**config.mk**
```make
export PLATFORM = sky130hd
export DESIGN_NAME = modular_exponentiation
export DESIGN_NICKNAME = d
export VERILOG_FILES = /design/src/rtl/core/mexp_pkg.sv /design/src/rtl/core/modular_exponentiation.sv /design/src/rtl/core/mexp_datapath.sv /design/src/rtl/core/mexp_ctrl.sv
export VERILOG_INCLUDE_DIRS = /design/src /design/src/rtl/core
export SDC_FILE = /design/constraint.sdc
export NUM_CORES = 2
export LEC_CHECK = 0
export ABC_AREA = 1
export BUFFER_PORTS_ARGS = -buffer_cell sky130_fd_sc_hd__buf_2
export CAP_MARGIN = 20
export CORE_MARGIN = 5
export CORE_UTILIZATION = 45
export CTS_CLUSTER_SIZE = 30
export DETAILED_ROUTE_END_ITERATION = 16
export PLACE_DENSITY = 0.64
export SLEW_MARGIN = 10
export SYNTH_ARGS = -nofsm -noshare
export SYNTH_HDL_FRONTEND = slang
export SYNTH_SLANG_ARGS = --single-unit
export TNS_END_PERCENT = 100
```
**constraint.sdc**
```tcl
create_clock -name clk -period 15.2 [get_ports clk]
set_clock_uncertainty 0.1 [all_clocks]
set_input_delay 1.52 -clock clk [delete_from_list [all_inputs] [get_ports clk]]
set_output_delay 1.52 -clock clk [all_outputs]
set_load 0.02 [all_outputs]
```
**src/rtl/core/assert_macros.svh**
```systemverilog
// ----------------------------------------------------------------------------
// Assertion macros
// Shared shorthand for clocked, reset-qualified concurrent assertions.
// ----------------------------------------------------------------------------
`ifndef ASSERT_MACROS_SVH
`define ASSERT_MACROS_SVH

// Consequent must hold in the same cycle as the antecedent.
`define ASSERT_SAME(lbl, ante, cons, msg) \
  lbl: assert property (@(posedge clk) disable iff (!rst_n) (ante) |-> (cons)) else $error(msg);

// Consequent must hold in the cycle after the antecedent.
`define ASSERT_NEXT(lbl, ante, cons, msg) \
  lbl: assert property (@(posedge clk) disable iff (!rst_n) (ante) |=> (cons)) else $error(msg);

`endif

```
**src/rtl/core/mexp_pkg.sv**
```systemverilog
// ----------------------------------------------------------------------------
// mexp_pkg
// Widths, command and status types shared by the modular exponentiation block.
// ----------------------------------------------------------------------------
package mexp_pkg;

  localparam int OPERAND_BITS = 31;
  localparam int PROD_BITS    = 2 * OPERAND_BITS;
  // The remainder unit retires two product bits per cycle.
  localparam int RED_CYCLES   = PROD_BITS / 2;
  localparam int CNT_BITS     = $clog2(RED_CYCLES);
  localparam int IN_TDATA_BITS  = ((2 * OPERAND_BITS + 7) / 8) * 8;
  localparam int OUT_TDATA_BITS = ((OPERAND_BITS + 7) / 8) * 8;

  typedef logic [OPERAND_BITS-1:0] opnd_t;

  // Commands from the controller to the datapath.
  typedef struct packed {
    logic load;      // capture a new item and reset the accumulator
    logic mul;       // form a product and clear the remainder
    logic mul_acc;   // product is acc * base (else base * base)
    logic red;       // one remainder step, two product bits
    logic wr_acc;    // remainder goes to the accumulator
    logic wr_base;   // remainder goes to the running base
    logic shift;     // drop the lowest exponent bit
    logic out_load;  // copy the accumulator into the output register
  } mexp_cmd_t;

  // Status from the datapath to the controller.
  typedef struct packed {
    logic exp_zero;
    logic exp_lsb;
    logic exp_rest_zero;
  } mexp_sts_t;

endpackage

```
**src/rtl/core/modular_exponentiation.sv**
```systemverilog
// ----------------------------------------------------------------------------
// modular_exponentiation
// Computes base ** exponent mod modulus by right-to-left square and multiply.
// ----------------------------------------------------------------------------
// Usage: write the modulus on the cfg channel (always ready) while the block
// is idle; it resets to 1 and a written zero acts as 1. Each item on the in
// stream carries a base and an exponent; one item with the result leaves on
// the out stream.
// Operation: one item is worked on at a time. The work scans the exponent from
// the lowest bit up to its highest set bit. A product takes a multiply step,
// the steps of the two-bit-per-cycle remainder unit and a write-back step; a
// squaring that follows a multiply into the accumulator starts in that
// write-back step. A clear bit needs a squaring, a set bit a multiply into
// the accumulator and then a squaring (only the multiply when it is the top
// bit). An exponent of zero skips all products.
// The result sits in an output register, so a new item is taken while the
// previous result still waits; if the receiver stalls, the finished result
// of the next item is held inside until the output register frees up.
// Reset (synchronous, active low) drops any item in flight and any pending
// result, and restores the modulus to 1.
// ----------------------------------------------------------------------------
`include "assert_macros.svh"

module modular_exponentiation (
  input  logic                                 clk,
  input  logic                                 rst_n,
  input  logic                                 cfg_valid,
  output logic                                 cfg_ready,
  input  mexp_pkg::opnd_t                      cfg_data,
  input  logic                                 in_tvalid,
  output logic                                 in_tready,
  // tdata: base [30:0], exponent [61:31], zero fill [63:62]
  input  logic [mexp_pkg::IN_TDATA_BITS-1:0]   in_tdata,
  output logic                                 out_tvalid,
  input  logic                                 out_tready,
  // tdata: power_mod [30:0], zero fill [31]
  output logic [mexp_pkg::OUT_TDATA_BITS-1:0]  out_tdata
);
  import mexp_pkg::*;

  mexp_cmd_t cmd;
  mexp_sts_t sts;
  opnd_t     power_mod;

  // The modulus register takes a write in any cycle.
  assign cfg_ready = 1'b1;

  mexp_ctrl u_ctrl (
    .clk        (clk),
    .rst_n      (rst_n),
    .in_tvalid  (in_tvalid),
    .in_tready  (in_tready),
    .out_tvalid (out_tvalid),
    .out_tready (out_tready),
    .sts        (sts),
    .cmd        (cmd)
  );

  mexp_datapath u_datapath (
    .clk         (clk),
    .rst_n       (rst_n),
    .cfg_we      (cfg_valid),
    .cfg_data    (cfg_data),
    .in_base     (in_tdata[OPERAND_BITS-1:0]),
    .in_exponent (in_tdata[2*OPERAND_BITS-1:OPERAND_BITS]),
    .cmd         (cmd),
    .sts         (sts),
    .power_mod   (power_mod)
  );

  assign out_tdata = OUT_TDATA_BITS'(power_mod);

  // After taking an item the block is busy until that item is finished.
  `ASSERT_NEXT(a_busy_after_accept, in_tvalid && in_tready, !in_tready, "accepted while busy")
  // A new result is loaded only on the way back to idle.
  `ASSERT_SAME(a_result_then_idle, $rose(out_tvalid), in_tready, "result without return to idle")
  // The exponent never runs out in the middle of a reduction.
  `ASSERT_SAME(a_exp_live_in_red, cmd.red, !sts.exp_zero, "reduction with exhausted exponent")

endmodule

```
**src/rtl/core/mexp_datapath.sv**
```systemverilog
// ----------------------------------------------------------------------------
// mexp_datapath
// Operand registers, one multiplier and a two-bit-per-cycle remainder unit.
// ----------------------------------------------------------------------------
module mexp_datapath (
  input  logic                  clk,
  input  logic                  rst_n,
  input  logic                  cfg_we,
  input  mexp_pkg::opnd_t       cfg_data,
  input  mexp_pkg::opnd_t       in_base,
  input  mexp_pkg::opnd_t       in_exponent,
  input  mexp_pkg::mexp_cmd_t   cmd,
  output mexp_pkg::mexp_sts_t   sts,
  output mexp_pkg::opnd_t       power_mod
);
  import mexp_pkg::*;

  opnd_t                 modulus_r;
  opnd_t                 wmod_r;
  opnd_t                 acc_r;
  opnd_t                 base_r;
  opnd_t                 exp_r;
  opnd_t                 rem_r;
  opnd_t                 out_r;
  logic [PROD_BITS-1:0]  prod_r;

  logic [PROD_BITS-1:0]    prod_nxt;
  logic [OPERAND_BITS:0]   mod_ext;
  logic [OPERAND_BITS:0]   t1;
  logic [OPERAND_BITS:0]   t2;
  opnd_t                   r1;
  opnd_t                   r2;

  always_ff @(posedge clk) begin
    if (!rst_n) begin
      modulus_r <= opnd_t'(1);
    end else if (cfg_we) begin
      modulus_r <= cfg_data;
    end
  end

  // Product of the selected operands, full double width.
  always_comb begin
    if (cmd.mul_acc) begin
      prod_nxt = PROD_BITS'(acc_r) * PROD_BITS'(base_r);
    end else begin
      prod_nxt = PROD_BITS'(base_r) * PROD_BITS'(base_r);
    end
  end

  // Restoring remainder: shift in one product bit, subtract if it fits, twice.
  always_comb begin
    mod_ext = {1'b0, wmod_r};
    t1 = {rem_r, prod_r[PROD_BITS-1]};
    if (t1 >= mod_ext) begin
      r1 = OPERAND_BITS'(t1 - mod_ext);
    end else begin
      r1 = t1[OPERAND_BITS-1:0];
    end
    t2 = {r1, prod_r[PROD_BITS-2]};
    if (t2 >= mod_ext) begin
      r2 = OPERAND_BITS'(t2 - mod_ext);
    end else begin
      r2 = t2[OPERAND_BITS-1:0];
    end
  end

  always_ff @(posedge clk) begin
    if (cmd.load) begin
      acc_r  <= opnd_t'(1);
      base_r <= in_base;
      exp_r  <= in_exponent;
      // A zero modulus is handled as a modulus of one.
      wmod_r <= (modulus_r == '0) ? opnd_t'(1) : modulus_r;
    end
    if (cmd.mul) begin
      prod_r <= prod_nxt;
      rem_r  <= '0;
    end else if (cmd.red) begin
      prod_r <= {prod_r[PROD_BITS-3:0], 2'b00};
      rem_r  <= r2;
    end
    if (cmd.wr_acc) begin
      acc_r <= rem_r;
    end
    if (cmd.wr_base) begin
      base_r <= rem_r;
    end
    if (cmd.shift) begin
      exp_r <= {1'b0, exp_r[OPERAND_BITS-1:1]};
    end
    if (cmd.out_load) begin
      out_r <= acc_r;
    end
  end

  assign sts.exp_zero      = (exp_r == '0);
  assign sts.exp_lsb       = exp_r[0];
  assign sts.exp_rest_zero = (exp_r[OPERAND_BITS-1:1] == '0);
  assign power_mod         = out_r;

endmodule

```
**src/rtl/core/mexp_ctrl.sv**
```systemverilog
// ----------------------------------------------------------------------------
// mexp_ctrl
// Sequencer for square-and-multiply: steps the datapath bit by bit.
// ----------------------------------------------------------------------------
module mexp_ctrl (
  input  logic                  clk,
  input  logic                  rst_n,
  input  logic                  in_tvalid,
  output logic                  in_tready,
  output logic                  out_tvalid,
  input  logic                  out_tready,
  input  mexp_pkg::mexp_sts_t   sts,
  output mexp_pkg::mexp_cmd_t   cmd
);
  import mexp_pkg::*;

  typedef enum logic [2:0] {
    ST_IDLE,
    ST_CHECK,
    ST_RED,
    ST_WRITE,
    ST_FINISH
  } state_t;

  localparam logic [CNT_BITS-1:0] CNT_LAST = CNT_BITS'(RED_CYCLES - 1);

  state_t              state_r, state_nxt;
  logic                phase_acc_r, phase_acc_nxt;
  logic [CNT_BITS-1:0] cnt_r, cnt_nxt;
  logic                out_valid_r, out_valid_nxt;

  always_comb begin
    state_nxt     = state_r;
    phase_acc_nxt = phase_acc_r;
    cnt_nxt       = cnt_r;
    cmd           = '0;
    in_tready     = 1'b0;

    case (state_r)
      ST_IDLE: begin
        in_tready = 1'b1;
        if (in_tvalid) begin
          cmd.load  = 1'b1;
          state_nxt = ST_CHECK;
        end
      end
      ST_CHECK: begin
        if (sts.exp_zero) begin
          state_nxt = ST_FINISH;
        end else begin
          // Multiply into the accumulator when the bit is set, else square.
          cmd.mul       = 1'b1;
          cmd.mul_acc   = sts.exp_lsb;
          phase_acc_nxt = sts.exp_lsb;
          cnt_nxt       = '0;
          state_nxt     = ST_RED;
        end
      end
      ST_RED: begin
        cmd.red = 1'b1;
        cnt_nxt = cnt_r + 1'b1;
        if (cnt_r == CNT_LAST) begin
          state_nxt = ST_WRITE;
        end
      end
      ST_WRITE: begin
        if (phase_acc_r) begin
          cmd.wr_acc = 1'b1;
          if (sts.exp_rest_zero) begin
            // Highest set bit done; the final squaring is not needed.
            state_nxt = ST_FINISH;
          end else begin
            cmd.mul       = 1'b1;
            phase_acc_nxt = 1'b0;
            cnt_nxt       = '0;
            state_nxt     = ST_RED;
          end
        end else begin
          cmd.wr_base = 1'b1;
          cmd.shift   = 1'b1;
          state_nxt   = ST_CHECK;
        end
      end
      ST_FINISH: begin
        if (!out_valid_r || out_tready) begin
          cmd.out_load = 1'b1;
          state_nxt    = ST_IDLE;
        end
      end
      default: begin
        state_nxt = ST_IDLE;
      end
    endcase

    if (cmd.out_load) begin
      out_valid_nxt = 1'b1;
    end else if (out_tready) begin
      out_valid_nxt = 1'b0;
    end else begin
      out_valid_nxt = out_valid_r;
    end
  end

  always_ff @(posedge clk) begin
    if (!rst_n) begin
      state_r     <= ST_IDLE;
      phase_acc_r <= 1'b0;
      cnt_r       <= '0;
      out_valid_r <= 1'b0;
    end else begin
      state_r     <= state_nxt;
      phase_acc_r <= phase_acc_nxt;
      cnt_r       <= cnt_nxt;
      out_valid_r <= out_valid_nxt;
    end
  end

  assign out_tvalid = out_valid_r;

endmodule
```
==> impl_metrics.env <==
export IMPL_die_x_um=427
export IMPL_fin_crit_ns=8.97
export IMPL_synth_area_um2=78300
export IMPL_die_area_um2=182000
export IMPL_insertion_delay_ns=0.64
export IMPL_dr_pass1_iters=6
export IMPL_end_kind="flop"
export IMPL_yosys_warnings=0
export IMPL_clock_path_buffers=3
export IMPL_synth_seq_cells=289
export IMPL_numCtsBuffers=37
export IMPL_drt_total_wl_mm=247
export IMPL_dpl_instance_area_um2=81100
export IMPL_synthMuxAreaShare_pct=0
export IMPL_cts_htree_levels=2
export IMPL_fmax_mhz=111
export IMPL_hpwl_mm=201
export IMPL_vias=63148
export IMPL_worstSetupPathType="reg -> reg"
export IMPL_min_path_cells=0
export IMPL_start_util_pct=45.1
export IMPL_nFillCells=17325
export IMPL_setup_violations=0
export IMPL_gp_congestion=0.983
export IMPL_yosysUniqueCellTypes=52
export IMPL_layout_drive_gt1_share_pct=3.43
export IMPL_cts_root_buf="clkbuf_16"
export IMPL_fin_nets=12285
export IMPL_cts_sink_count=289
export IMPL_synthXorXnorAreaFrac_pct=0.895
export IMPL_cp_start_kind="flop"
export IMPL_hold_path_startpoint="u_datapath.modulus_r[17]"
export IMPL_drv_cap=0
export IMPL_final_setup_tns_ns=0
export IMPL_hp_class="reg -> reg"
export IMPL_area_delta_synth_final_pct=5.20
export IMPL_final_cell_area_um2=82400
export IMPL_synth_simple_area_share_pct=18.7
export IMPL_worstMarginPinSlew_ns=1.03
export IMPL_syn_inst=10147
export IMPL_crit_fanout=42
export IMPL_reg2reg_to="u_datapath.prod_r[61]"
export IMPL_multi_input_area_um2=57800
export IMPL_max_stage_delay_ns=0.88
export IMPL_grt_use_total_pct=27.8
export IMPL_hold_viol=0
export IMPL_die_h_um=427
export IMPL_grt_max_degree=83
export IMPL_grt_first_pass_wirelength_mm=390
export IMPL_worstHoldEndpoint="u_datapath.wmod_r[17]"
export IMPL_reg2reg_depth=29
export IMPL_slew_headroom_pct=31.5
export IMPL_r2r_slack_ns=6.23
export IMPL_rsz0062_at_grt="false"
export IMPL_viasPerCell=5.11
export IMPL_drc=0
export IMPL_seq_area_frac_synth_pct=10.1
export IMPL_outcome="complete, no violations"
export IMPL_cts_repair_resized=0
export IMPL_hold_ws_ns=0.355
export IMPL_syn_avg_cell_area_um2=7.72
export IMPL_grt_pass1_vias=67075
export IMPL_syn_nets=12424
export IMPL_overflow=0
export IMPL_hold_buffers=0
export IMPL_cts_setup_buffers=0
export IMPL_layout_area_seq_um2=7950
export IMPL_arrival_ns=9.22
export IMPL_cts_tree="done"
export IMPL_antenna_left=0
export IMPL_required_ns=15.45
export IMPL_synth_compound_area_share_pct=4.18
export IMPL_synth_fa_ha_area_share_pct=50.0
export IMPL_critical_path_reg2reg_startpoint="u_datapath.base_r[8]"
export IMPL_ioPinCount=135
export IMPL_cp_common_cell="fa_1"
export IMPL_final_min_period_over_clock_period_pct=59.0
export IMPL_synth_top_family_by_area="adder cells"
export IMPL_cts_reportedPaths_clkPinSlew_ns=0.06
export IMPL_antenna_found_initial=13
export IMPL_core_um2=173000
export IMPL_port_buffers=130
export IMPL_wl_per_cell_um=20.0
export IMPL_slew_viol_final=0
export IMPL_crit_slowest_cell="edfxtp_1"
export IMPL_first_iter_violations=5140
export IMPL_rows=153
critical path: cells and delay by family (launching register included):
family                     cells  cell delay (ns)
AOI/OAI and AO/OA              4             0.89
DFF                            1             0.88
buffers and inverters          8             1.37
adders and majority gates      9             4.49
and+or+nand+nor                8             0.80
layout by cell type (no fill, tap or decap), drive strengths merged, types with 2 or more instances in the layout:
master    Yosys  layout
o21a         11      11
nand3b       20      20
ha          590     590
nor2        470     470
a31oi        24      24
a21boi        6       6
diode         0       4
xor2         43      43
a21oi       262     262
fa         1587    1587
nand4        91      91
edfxtp      216     216
a31o          3       3
buf         111     236
o21ai       259     259
clkinv        2      15
clkbuf      303      47
nor4         14      14
o21bai       26      26
xnor2        37      37
or2          16      16
dfxtp        73      73
nand2      2704    2704
nor3         34      34
and2          4       4
inv        2911    2916
a21o         14      14
nand3       306     306
conb          2       2
clkinvlp      0       2
how the worst max path moves through the flow:
stage                                startpoint                     to  slack, ns  cells after the start
after floorplan           u_datapath.base_r[18]  u_datapath.prod_r[45]       8.07                     28
after global placement     u_datapath.base_r[8]  u_datapath.prod_r[61]       6.30                     29
after detailed placement   u_datapath.base_r[8]  u_datapath.prod_r[61]       6.31                     29
after CTS                  u_datapath.base_r[8]  u_datapath.prod_r[61]       6.24                     29
after global routing       u_datapath.base_r[8]  u_datapath.prod_r[61]       5.93                     29
final                      u_datapath.base_r[8]  u_datapath.prod_r[61]       6.23                     29
cell families after synthesis:
kind of cell	Yosys count
simple gates	3662
buf+inv	3327
fa+ha+maj	2177
compound gates	610
flops	289
xor+xnor	80
other cells	2
state kept, by name (all words and copies together) (netlist names):
signal and cells:
u_ctrl.cnt_r 5, u_ctrl.out_tvalid 1, u_ctrl.phase_acc_r 1, u_ctrl.state_r 3, u_datapath.acc_r 31, u_datapath.base_r 31, u_datapath.exp_r 31, u_datapath.modulus_r 31
u_datapath.power_mod 31, u_datapath.prod_r 62, u_datapath.rem_r 31, u_datapath.wmod_r 31
Yosys cell counts (all sizes together):
library cell,instances,area (µm²)
a21boi,6,45.1
a21o,14,105
a21oi,262,1320
a31o,3,26.3
a31oi,24,150
a41oi,1,8.76
and2,4,25.0
and3,1,6.26
buf,111,478
clkbuf,303,1140
clkinv,2,7.51
conb,2,7.51
dfxtp,73,1460
edfxtp,216,6490
fa,1587,31800
ha,590,7380
inv,2911,10900
nand2,2704,10200
nand3,306,1570
nand3b,20,150
nand4,91,569
nor2,470,1800
nor2b,1,8.76
nor3,34,175
nor3b,1,7.51
nor4,14,87.6
o211ai,1,7.51
o21a,11,82.6
o21ai,259,1310
o21bai,26,195
o221ai,1,8.76
o311ai,1,8.76
o31ai,1,7.51
or2,16,100
xnor2,37,324
xor2,43,377
per-layer routing:
layer | routed length, µm | vias to the layer above | GRT usage (%)
met5 | 0 | - | 0
met3 | 17600 | 332 | 3.46
met2 | 113000 | 2261 | 44.8
met4 | 10000 | 0 | 9.48
met1 | 106000 | 31516 | 39.1
li1 | - | 29039 | -
metrics by stage:
step / std cells / setup WS (ns) / util [%]
6_report: 12366 / 6.23 / 47.5
5_1_grt: 12365 / 5.93 / 47.5
4_1_cts: 12361 / 6.24 / 47.5
3_5_place_dp: 12293 / 6.31 / 46.8
3_3_place_gp: 12293 / 6.30 / 46.8
2_1_floorplan: 10147 / 8.07 / -
area by class of cell:
cell class	instances	share of cell area, %
Antenna cell	4	0.0122
Clock buffer	47	1.26
Clock inverter	21	0.267
Inverter	2913	13.3
Multi-Input combinational cell	6531	70.2
Sequential cell	289	9.65
Tap cell	2325	3.53
Timing Repair Buffer	236	1.81
Power is left out: the tool's default activity adds up to more than one toggle a clock period on the data nets, which glitch-free logic cannot reach.
